### src/hdl/pphb_pkg.sv
// Shared types and constants for the banded PI position-hold controller.
// Used by pphb_core and pi_position_hold_banded; no dependencies.
`timescale 1ns / 1ps

package pphb_pkg;

  localparam int SampleBits = 12;
  localparam int SumBits    = 24;
  localparam int DriveBits  = 8;
  localparam int GainBits   = 10;
  localparam int CapBits    = 7;
  localparam int BandBits   = 12;
  localparam int CfgIdxBits = 4;
  localparam int CfgDataBits = 12;

  typedef enum logic [CfgIdxBits-1:0] {
    RegPropGain  = 4'd0,
    RegIntegGain = 4'd1,
    RegIntegCap  = 4'd2,
    RegDriveCap  = 4'd3,
    RegDeadBand  = 4'd4,
    RegDownBand  = 4'd5,
    RegUpBand    = 4'd6,
    RegCreep     = 4'd7
  } reg_idx_e;

  typedef struct packed {
    logic [GainBits-1:0] prop_gain;
    logic [GainBits-1:0] integ_gain;
    logic [BandBits-1:0] integ_cap;
    logic [CapBits-1:0]  drive_cap;
    logic [BandBits-1:0] dead_band;
    logic [BandBits-1:0] down_band;
    logic [BandBits-1:0] up_band;
    logic [CapBits-1:0]  creep_drive;
  } cfg_t;

  localparam cfg_t CfgReset = '{
    prop_gain:   10'd90,
    integ_gain:  10'd13,
    integ_cap:   12'd30,
    drive_cap:   7'd127,
    dead_band:   12'd30,
    down_band:   12'd500,
    up_band:     12'd200,
    creep_drive: 7'd30
  };

endpackage

### src/hdl/pphb_core.sv
// Control-law datapath: error, saturating integral, PI sum and drive shaping.
// Purely combinational; depends on pphb_pkg.
`timescale 1ns / 1ps

module pphb_core import pphb_pkg::*; (
  input  cfg_t                        cfg_i,
  input  logic [SampleBits-1:0]       setpoint_i,
  input  logic [SampleBits-1:0]       position_i,
  input  logic signed [SumBits-1:0]   error_sum_i,
  output logic signed [SumBits-1:0]   error_sum_o,
  output logic signed [DriveBits-1:0] drive_o
);

  logic signed [SampleBits:0]   err;
  logic [SampleBits:0]          aerr_w;
  logic [BandBits-1:0]          aerr;
  logic signed [SumBits:0]      sum_w;
  logic signed [SumBits-1:0]    sum_sat;
  logic signed [SumBits:0]      sum_x;
  logic signed [SumBits:0]      icap_x;
  logic signed [SumBits:0]      ic_w;
  logic signed [BandBits:0]     ic;
  logic signed [GainBits+SampleBits+1:0] prod_p;
  logic signed [GainBits+BandBits+1:0]   prod_i;
  logic signed [24:0]           raw;
  logic signed [24:0]           raw_adj;
  logic signed [16:0]           pi;
  logic [16:0]                  pi_mag;
  logic                         pi_neg;
  logic                         pi_pos;
  logic signed [DriveBits-1:0]  dcap_s;
  logic signed [DriveBits-1:0]  creep_s;

  always_comb begin
    err    = $signed({1'b0, setpoint_i}) - $signed({1'b0, position_i});
    aerr_w = err[SampleBits] ? 13'(-err) : 13'(err);
    aerr   = aerr_w[BandBits-1:0];

    // Saturating integral: overflow shows as disagreeing top bits
    sum_w = $signed({error_sum_i[SumBits-1], error_sum_i})
          + $signed({{(SumBits-SampleBits){err[SampleBits]}}, err});
    if (sum_w[SumBits] != sum_w[SumBits-1]) begin
      sum_sat = sum_w[SumBits] ? {1'b1, {(SumBits-1){1'b0}}}
                               : {1'b0, {(SumBits-1){1'b1}}};
    end else begin
      sum_sat = sum_w[SumBits-1:0];
    end

    // Clamp the integral to +/- integ_cap for the I term
    sum_x  = $signed({sum_sat[SumBits-1], sum_sat});
    icap_x = $signed({{(SumBits+1-BandBits){1'b0}}, cfg_i.integ_cap});
    if (!sum_sat[SumBits-1]) begin
      ic_w = (sum_x < icap_x) ? sum_x : icap_x;
    end else begin
      ic_w = (sum_x > -icap_x) ? sum_x : -icap_x;
    end
    ic = ic_w[BandBits:0];

    prod_p  = $signed({1'b0, cfg_i.prop_gain}) * err;
    prod_i  = $signed({1'b0, cfg_i.integ_gain}) * ic;
    raw     = 25'(prod_p) + 25'(prod_i);
    // Truncate toward zero: bias negative values before the shift
    raw_adj = raw[24] ? raw + 25'sd255 : raw;
    pi      = raw_adj[24:8];
    pi_neg  = pi[16];
    pi_pos  = !pi[16] && (pi != '0);
    pi_mag  = pi_neg ? 17'(-pi) : 17'(pi);

    dcap_s  = $signed({1'b0, cfg_i.drive_cap});
    creep_s = $signed({1'b0, cfg_i.creep_drive});

    if (aerr < cfg_i.dead_band) begin
      drive_o = '0;
    end else if (aerr < cfg_i.down_band && pi_neg) begin
      drive_o = -creep_s;
    end else if (aerr < cfg_i.up_band && pi_pos) begin
      drive_o = creep_s;
    end else if (pi_mag > 17'(cfg_i.drive_cap)) begin
      drive_o = pi_neg ? -dcap_s : dcap_s;
    end else begin
      drive_o = pi[DriveBits-1:0];
    end

    error_sum_o = sum_sat;
  end

endmodule

### src/hdl/pi_position_hold_banded.sv
// Top level of the banded PI position-hold controller: stream ports, config
// registers, input and result registers. Depends on pphb_pkg and pphb_core.
`timescale 1ns / 1ps

// One result per sample transfer. A sample is registered in the input
// register, then the whole control law (error, integral update, two gain
// multiplies, shaping) runs combinationally into the result register, and a
// new sample is taken every cycle while the result side drains. The integral
// is updated as a sample moves into the result register.
// Config writes are always ready and should only be issued while idle.
module pi_position_hold_banded import pphb_pkg::*; (
  input  logic                   clk_i,
  input  logic                   rst_ni,
  input  logic                   s_axis_tvalid,
  output logic                   s_axis_tready,
  input  logic [23:0]            s_axis_tdata,  // [11:0] setpoint, [23:12] position
  output logic                   m_axis_tvalid,
  input  logic                   m_axis_tready,
  output logic [15:0]            m_axis_tdata,  // [7:0] left_drive, [15:8] right_drive
  input  logic                   cfg_valid_i,
  output logic                   cfg_ready_o,
  input  logic [CfgIdxBits-1:0]  cfg_index_i,
  input  logic [CfgDataBits-1:0] cfg_data_i
);

  cfg_t                        cfg_q;
  logic                        in_valid_q;
  logic [SampleBits-1:0]       setpoint_q;
  logic [SampleBits-1:0]       position_q;
  logic                        out_valid_q;
  logic signed [DriveBits-1:0] left_q;
  logic signed [DriveBits-1:0] right_q;
  logic signed [SumBits-1:0]   error_sum_q;
  logic signed [SumBits-1:0]   error_sum_d;
  logic signed [DriveBits-1:0] drive_d;
  logic                        out_free;
  logic                        advance;
  logic                        in_take;

  assign cfg_ready_o   = 1'b1;
  assign out_free      = !out_valid_q || m_axis_tready;
  assign advance       = in_valid_q && out_free;
  assign s_axis_tready = !in_valid_q || out_free;
  assign in_take       = s_axis_tvalid && s_axis_tready;

  assign m_axis_tvalid = out_valid_q;
  assign m_axis_tdata  = {right_q, left_q};

  always_ff @(posedge clk_i or negedge rst_ni) begin
    if (!rst_ni) begin
      cfg_q <= CfgReset;
    end else if (cfg_valid_i) begin
      unique case (cfg_index_i)
        RegPropGain:  cfg_q.prop_gain   <= cfg_data_i[GainBits-1:0];
        RegIntegGain: cfg_q.integ_gain  <= cfg_data_i[GainBits-1:0];
        RegIntegCap:  cfg_q.integ_cap   <= cfg_data_i[BandBits-1:0];
        RegDriveCap:  cfg_q.drive_cap   <= cfg_data_i[CapBits-1:0];
        RegDeadBand:  cfg_q.dead_band   <= cfg_data_i[BandBits-1:0];
        RegDownBand:  cfg_q.down_band   <= cfg_data_i[BandBits-1:0];
        RegUpBand:    cfg_q.up_band     <= cfg_data_i[BandBits-1:0];
        RegCreep:     cfg_q.creep_drive <= cfg_data_i[CapBits-1:0];
        default: ;  // drop writes past the register list
      endcase
    end
  end

  always_ff @(posedge clk_i or negedge rst_ni) begin
    if (!rst_ni) begin
      in_valid_q  <= 1'b0;
      out_valid_q <= 1'b0;
      error_sum_q <= '0;
    end else begin
      if (in_take) begin
        in_valid_q <= 1'b1;
      end else if (advance) begin
        in_valid_q <= 1'b0;
      end
      if (advance) begin
        out_valid_q <= 1'b1;
        error_sum_q <= error_sum_d;
      end else if (m_axis_tready) begin
        out_valid_q <= 1'b0;
      end
    end
  end

  always_ff @(posedge clk_i) begin
    if (in_take) begin
      setpoint_q <= s_axis_tdata[SampleBits-1:0];
      position_q <= s_axis_tdata[2*SampleBits-1:SampleBits];
    end
    if (advance) begin
      left_q  <= drive_d;
      right_q <= -drive_d;
    end
  end

  pphb_core u_core (
    .cfg_i       (cfg_q),
    .setpoint_i  (setpoint_q),
    .position_i  (position_q),
    .error_sum_i (error_sum_q),
    .error_sum_o (error_sum_d),
    .drive_o     (drive_d)
  );

  // The two motor outputs always mirror each other
  a_mirror: assert property (@(posedge clk_i) disable iff (!rst_ni)
    out_valid_q |-> (right_q == -left_q))
    else $error("right drive is not the negation of left drive");

  // The integral moves only when a sample passes into the result register
  a_sum_hold: assert property (@(posedge clk_i) disable iff (!rst_ni)
    !advance |=> $stable(error_sum_q))
    else $error("integral changed without a sample advancing");

  // A result appears only from a sample that advanced
  a_out_src: assert property (@(posedge clk_i) disable iff (!rst_ni)
    $rose(out_valid_q) |-> $past(advance))
    else $error("result valid rose without an advancing sample");

endmodule

### config.mk
export PLATFORM = sky130hd
export DESIGN_NAME = pi_position_hold_banded
export DESIGN_NICKNAME = d
export VERILOG_FILES = /design/src/hdl/pphb_pkg.sv /design/src/hdl/pphb_core.sv /design/src/hdl/pi_position_hold_banded.sv
export SDC_FILE = /design/constraint.sdc
export NUM_CORES = 1
export LEC_CHECK = 0
export BUFFER_PORTS_ARGS = -buffer_cell sky130_fd_sc_hd__buf_2
export CAP_MARGIN = 20
export CORE_MARGIN = 8
export CORE_UTILIZATION = 59
export DETAILED_ROUTE_END_ITERATION = 6
export PLACE_DENSITY = 0.89
export SLEW_MARGIN = 10
export SYNTH_ARGS = -nofsm -noshare
export SYNTH_HDL_FRONTEND = slang
export SYNTH_HIERARCHICAL = 1
export SYNTH_SLANG_ARGS = --single-unit
### constraint.sdc
create_clock -name clk_i -period 18.43 [get_ports clk_i]
set_clock_uncertainty 0.05 [all_clocks]
set_input_delay 1.843 -clock clk_i [delete_from_list [all_inputs] [get_ports clk_i]]
set_output_delay 1.843 -clock clk_i [all_outputs]
set_load 0.02 [all_outputs]
==> results.md, run 1 <==
* Status: finished, violations left
* Failing checks: DRC
* #FFs+latches synth at 147
* Ys async rst share at 73.5%
* Non-Filler Instances at 3074
* Number of global-route vias before repair at 20500
* Routed WL per cell at 21.7 um
* Post-layout net count at 3093
* # H-tree levels at 4
* Routed Antenna Nets at 0
* Share of cells above drive strength 1 at 20.4%
* WP depth at 81
* CTS tree: built
* CP Launch Point: position_q[0]$_DFFE_PP_
* Worst-Margin Slew at 1.21 ns
* Ant diodes at 0
* HP Class: flop to flop
* CP max-delay cell: fa_1
* Dominant synthesized flop cell: dfrtp_1
* I/O pin cnt at 64
* FF-to-FF path depth at 81
* Pre-antenna DRT Iters at 7
* Worst-skew pair later-pin latency at 0.45 ns
* CTS Root Cell: clkbuf_16
* Most used cell, CP: fa_1
* Reg-to-reg startpoint: position_q[0]$_DFFE_PP_
* # rows at 71
* Hpwl dp at 49400 um
* Die Width at 211 um
* Commonest non-fill, non-tap cell in the layout: inv_1
* IO Port Bufs at 62
* Layout Area Growth over Synthesis at 13.1%
* Startpoint Class: flop
* Initial Util at 59.7%
* Synth Net Count at 2947
* Pins Over Slew Limit at 0
* Mapped Cells at 2404
* Hold Path Cell Cnt at 1
* EDFF count, synth at 39
* Endpoints failing setup at 0
* Period Utilization, post-route at 97.5%
* GPL Wtd Cong at 1.01
* Grt total ovfl at 0
* CP required at 18.57 ns
* Top Family by Delay on Critical Path: compound AO/OA/AOI/OAI gates
* Max-Cap Viols at 0
* Inserted Clock Buffers at 17
* Total die area at 0.0444 mm2
* Bufs and invs on worst path at 11
* Hold_sp: in_valid_q$_DFFE_PN0P_
* Max-slew headroom at 18.7%
* Detailed-route via count at 19300
* Warnings, synthesis at 6
* Sink Count at 147
* Vias/cell at 6.27
* Longest Clk Path Bufs at 2
* Placed cells at 3000
* Slowest cell delay on critical path at 0.59 ns
* Largest net degree at the start of global routing at 64
* Synth top area share at 24.9%
* Crit Path Category: flop to flop
* Synth cell types at 102
* Syn Area/Cell at 9.30 um2
* Total track usage at 29.3%
* Most frequent cells in the layout: 428 x inv_1, 275 x fa_1, 244 x nand2_1
* DRC errors left at 23
* Worst-path clk slew at 0.08 ns
* Post-Route WL at 66600 um
* Hold Violations, Final at 0
* Post-synthesis sequential area ratio at 17.5%
* Initial antenna violation count at 0
* Largest cells by area after synthesis: fa_1 25%, ha_1 12%, dfrtp_1 8.2%
* CP max FO at 9
* Final min period at 17.96 ns
* Global-route wire length before repair at 105000 um
* Critical Path Sink Type: flop
* Yosys top cell by area: fa_1
* Drt initial violations at 2004
* Post-Syn Area at 0.0224 mm2
* Fmax at 55.7 MHz
* Die Height at 211 um
* Core box area at 0.0375 mm2
* CP arrival at 18.10 ns
cell families (layout without fill, tap and decap cells):
family | Yosys count | in the layout | share of synthesized area [%]
AO/OA/AOI/OAI | 374 | 374 | 11.5
XOR/XNOR | 81 | 81 | 3.21
adder cells (fa/ha/maj) | 498 | 498 | 37.2
buffers and inverters | 507 | 664 | 8.77
flip-flops | 147 | 147 | 17.5
multiplexers | 118 | 118 | 6.24
other | 1 | 1 | 0.0168
AND/OR/NAND/NOR | 678 | 680 | 15.6
layer usage:
| metal | vias to the layer above | share of wire, % | track usage [%] |
|---|---|---|---|
| li1 | 8252 | - | - |
| met1 | 9401 | 37 | 35.7 |
| met2 | 1224 | 48 | 49.7 |
| met3 | 399 | 8.5 | 5.09 |
| met4 | 0 | 6.5 | 15.0 |
| met5 | - | 0 | 0 |
registers in the layout, indices dropped and copies added, names as in the netlist:
register       cells
cfg_q             82
setpoint_q        12
in_valid_q         1
right_q            7
m_axis_tvalid      1
error_sum_q       24
left_q             8
position_q        12
worst paths after layout:
| path | slack, ns | to |
|---|---|---|
| setup / recovery | 0.47 | right_q[6]$_DFFE_PP_ |
| hold / removal | 0.46 | m_axis_tvalid$_DFFE_PN0P_ |
| setup reg to reg | 0.47 | right_q[6]$_DFFE_PP_ |
| hold reg to reg | 0.46 | m_axis_tvalid$_DFFE_PN0P_ |
| max in group asynchronous | 15.68 | error_sum_q[6]$_DFFE_PN0P_ |
| min in group asynchronous | 1.45 | cfg_q[7]$_DFFE_PN0P_ |
final cells by class:
class | instances | area, um2
multi-input combinational | 1752 | 17100
fill | 2646 | 12200
sequential | 147 | 3920
inverter | 434 | 1630
timing repair buffer | 198 | 1370
tap | 511 | 639
clock buffer | 17 | 425
clock inverter | 15 | 201
cell usage after synthesis (54+ instances only):
cell and number:
inv_1 432, fa_1 278, nand2_1 249, ha_1 220, and2_1 95, nor2_1 94
mux2_2 91, a21oi_1 74, dfrtp_1 73, o21ai_0 69, xnor2_1 63, clkbuf_1 54
through the flow:
step | setup WS [ns] | util (%) | cell area [um2] | hold WS (ns) | TNS, ns
floorplan | 0.113 | - | 22400 | 0.407 | 0
global placement | 0.0668 | 63.3 | 23700 | 0.414 | 0
detailed placement | -0.542 | 63.3 | 23700 | 0.438 | -3.19
CTS | 0.0334 | 65.2 | 24500 | 0.460 | 0
global route | -0.236 | 67.5 | 25300 | 0.477 | -1.03
finish | 0.470 | 67.5 | 25300 | 0.460 | 0
repair_timing:
| item | in CTS | in global routing |
|---|---|---|
| hold buffers | 0 | 0 |
| setup endpoints to repair | 14 | 15 |
| pin swaps | 3 | 76 |
| cloned | 0 | 2 |
| buffers inserted | 1 | 38 |
| resized for setup | 23 | 141 |
Power of run 1 is not shown: default switching activity piles up to over one toggle a cycle in this logic, so the estimate is an artifact.
==> run 2, diff against run 1 <==
Settings changed: CORE_UTILIZATION 59 to 60, GPL_ROUTABILITY_DRIVEN from default to 0, PLACE_DENSITY 0.89 to 0.87, SYNTH_HIERARCHICAL 1 to default.
Clock period 18.43 ns to 20.8 ns, I/O delays scaled along.
==> run 2 against run 1 <==
Against the previous run: the run now ends clean; synthesized cell count shrank 1.3%; sequential cell count stayed put; global-route usage is 2.2 points lower; hold slack worse by 0.0090 ns; register-to-register slack gained 0.45 ns; die area down 3.4%; sequential share of layout area grew 1.1 points; maximum frequency fell by 9.7%; critical path type unchanged; critical endpoint unchanged; highest routed layer unchanged.
==> results.md, run 2 <==
* CTS Root Cell: clkbuf_16
* Post-CTS Hold Buffers at 0 (unchanged)
* Mapped Cells at 2372 (-1.3%)
* Total track usage at 27.1% (-2.2 points)
* Largest net degree at the start of global routing at 86 (+34%)
* CTS tree: built
* Synth top area share at 25.4% (+0.53 points)
* Drt initial violations at 1396 (-30%)
* CP arrival at 20.00 ns (+1.90 ns)
* Status: finished clean
* CP required at 20.92 ns (+2.35 ns)
* I/O pin cnt at 64 (unchanged)
* EDFF count, synth at 39 (unchanged)
* Max-slew headroom at 31.5% (+13 points)
* Layout Area Growth over Synthesis at 7.89%
* Crit Path Category: flop to flop
* Inserted Clock Buffers at 17 (unchanged)
* Pins Over Slew Limit at 0 (unchanged)
* #FFs+latches synth at 147 (unchanged)
* Dominant synthesized flop cell: dfrtp_1
* IO Port Bufs at 62 (unchanged)
* Commonest cells post-synth: 416 x inv_1, 278 x fa_1, 266 x nand2_1, 219 x ha_1, 106 x nor2_1
* Fmax at 50.3 MHz (-9.7%)
* Worst-path clk slew at 0.07 ns (about the same)
* CP max-delay cell: o21ai_0
* Slowest cell delay on critical path at 0.65 ns (+0.06 ns)
* Initial antenna violation count at 0 (unchanged)
* Vias/cell at 6.10 (-2.8%)
* Pre-antenna DRT Iters at 6 (-1)
* Most frequent cells in the layout: 416 x inv_1, 278 x fa_1, 266 x nand2_1
* Die Height at 207 um (-1.7%)
* CP max FO at 24 (+15)
* Longest Clk Path Bufs at 2 (unchanged)
* Number of global-route vias before repair at 19600 (-4.3%)
* Detailed-route via count at 17700 (-8.0%)
* Die Width at 207 um (-1.7%)
* Period Utilization, post-route at 95.6% (-1.9 points)
* Worst reg-to-reg setup slack at 0.92 ns (+0.45 ns)
* # rows at 70 (-1.4%)
* Share of cells above drive strength 1 at 13.0% (-7.3 points)
* Worst-skew pair later-pin latency at 0.43 ns (-0.02 ns)
* Final min period at 19.88 ns (+1.92 ns)
* Placed cells at 2872 (-4.3%)
* Commonest non-fill, non-tap cell in the layout: inv_1
* Post-layout net count at 2970 (-4.0%)
* Post-Route WL at 57600 um (-14%)
* Global-route wire length before repair at 95700 um (-8.6%)
* Yosys top cell by area: fa_1
* Ant diodes at 0 (unchanged)
* Filler Cell Count at 2672 (+0.98%)
* Grt total ovfl at 0 (unchanged)
* Routed WL per cell at 19.8 um (-8.6%)
* Initial Util at 60.4% (+0.74 points)
* Max reg flops at 82 (unchanged)
* Synth cell types at 96 (-5.9%)
* Hpwl dp at 45300 um (-8.3%)
* Synth Net Count at 2914 (-1.1%)
* Endpoints failing setup at 0 (unchanged)
* Layout Utilization at 65.2% (-2.3 points)
* Largest cells by area after synthesis: fa_1 25%, ha_1 13%, dfrtp_1 8.3%
* Post-synthesis sequential area ratio at 17.9% (+0.37 points)
* Post-Syn Area at 0.0219 mm2 (-2.1%)
* Warnings, synthesis at 0 (-6)
* Largest register by flop count: cfg_q
* # H-tree levels at 4 (unchanged)
* HP Class: flop to flop
* Worst-Margin Slew at 1.03 ns (-0.187 ns)
* Hold Violations, Final at 0 (unchanged)
* Most used cell, CP: o21a_1
* DRC errors left at 0 (-100%)
* Core box area at 0.0363 mm2 (-3.3%)
* Ys async rst share at 73.5% (unchanged)
* Startpoint Class: flop
* Total die area at 0.0429 mm2 (-3.4%)
* Syn Area/Cell at 9.23 um2 (-0.75%)
* Non-Filler Instances at 2909 (-5.4%)
* Max-Cap Viols at 0 (unchanged)
* Routed Antenna Nets at 0 (unchanged)
* Largest registers: cfg_q x82, error_sum_q x24
* Most frequent cell after synthesis: inv_1
* Sink Count at 147 (unchanged)
* Critical Path Sink Type: flop
## run 2: cell types whose count changed after synthesis, moves of 16 or more
cell | previous run | this run
mux2_4 | 20 | 0
nor2b_1 | 26 | 45
a21oi_1 | 74 | 57
nand2_1 | 249 | 266
o21a_1 | 28 | 45
inv_1 | 432 | 416
## run 2: worst max-delay path, delay by kind of cell, from the launching register on
kind                       cells  cell delay [ns]
DFF                            1             0.42
buffers and inverters          9             1.10
adders and majority gates     14             5.73
xor gates and xnor gates       4             0.61
AOI/OAI and AO/OA             37             7.12
and+or+nand+nor               17             4.03
muxes                          3             0.56
## run 2: repair_timing
action                                  in CTS  in global routing
setup buffers                                0                  4
endpoints found under the setup margin       0                 15
gates resized for setup                      0                 29
## run 2: final timing paths
kind / startpoint / endpoint / cells past startpoint
max: position_q[1]$_DFFE_PP_ / right_q[6]$_DFFE_PP_ / 84
min: error_sum_q[0]$_DFFE_PN0P_ / error_sum_q[0]$_DFFE_PN0P_ / 2
max reg2reg: position_q[1]$_DFFE_PP_ / right_q[6]$_DFFE_PP_ / 84
min reg2reg: error_sum_q[0]$_DFFE_PN0P_ / error_sum_q[0]$_DFFE_PN0P_ / 2
max in group asynchronous: rst_ni / cfg_q[32]$_DFFE_PN1P_ / 3
min in group asynchronous: rst_ni / error_sum_q[19]$_DFFE_PN0P_ / 1
## run 2: per-layer routing
layer	up-vias	global-route usage, %	wire length, um
met5	-	0	0
met4	0	15.7	3430
met3	267	4.54	5200
met2	974	46.9	28300
met1	8644	31.4	20700
li1	7850	-	-
## run 2: kinds of logic (layout without fill, tap and decap cells)
| group | Yosys count | count (layout) | synth area share [%] |
|---|---|---|---|
| adder cells (fa/ha/maj) | 497 | 497 | 37.9 |
| multiplexers | 94 | 94 | 4.74 |
| buffers and inverters | 491 | 560 | 8.57 |
| AND/OR/NAND/NOR | 675 | 675 | 15.3 |
| flip-flops | 147 | 147 | 17.9 |
| other | 1 | 1 | 0.0171 |
| AO/OA/AOI/OAI | 370 | 370 | 11.7 |
| XOR/XNOR | 97 | 97 | 3.94 |
## run 2: layout make-up
type / count / area (um2) / area share, %
well taps: 468 / 586 / 2.48
repair buffers: 108 / 678 / 2.87
clock inverters: 14 / 159 / 0.672
clock buffers: 18 / 450 / 1.91
inverters: 420 / 1580 / 6.67
multi-input cells: 1734 / 16300 / 68.8
flip-flops and latches: 147 / 3920 / 16.6
## run 2: per-stage QoR
step,setup TNS (ns),setup slack (ns),hold slack [ns],cell area (um2)
3_5_place_dp,0,0.285,0.440,22800
4_1_cts,0,0.146,0.454,23400
3_3_place_gp,0,0.895,0.424,22800
5_1_grt,-0.0419,-0.0419,0.478,23600
2_1_floorplan,0,0.748,0.406,21900
6_report,0,0.917,0.451,23600
Power of run 2 is left out for the same reason.
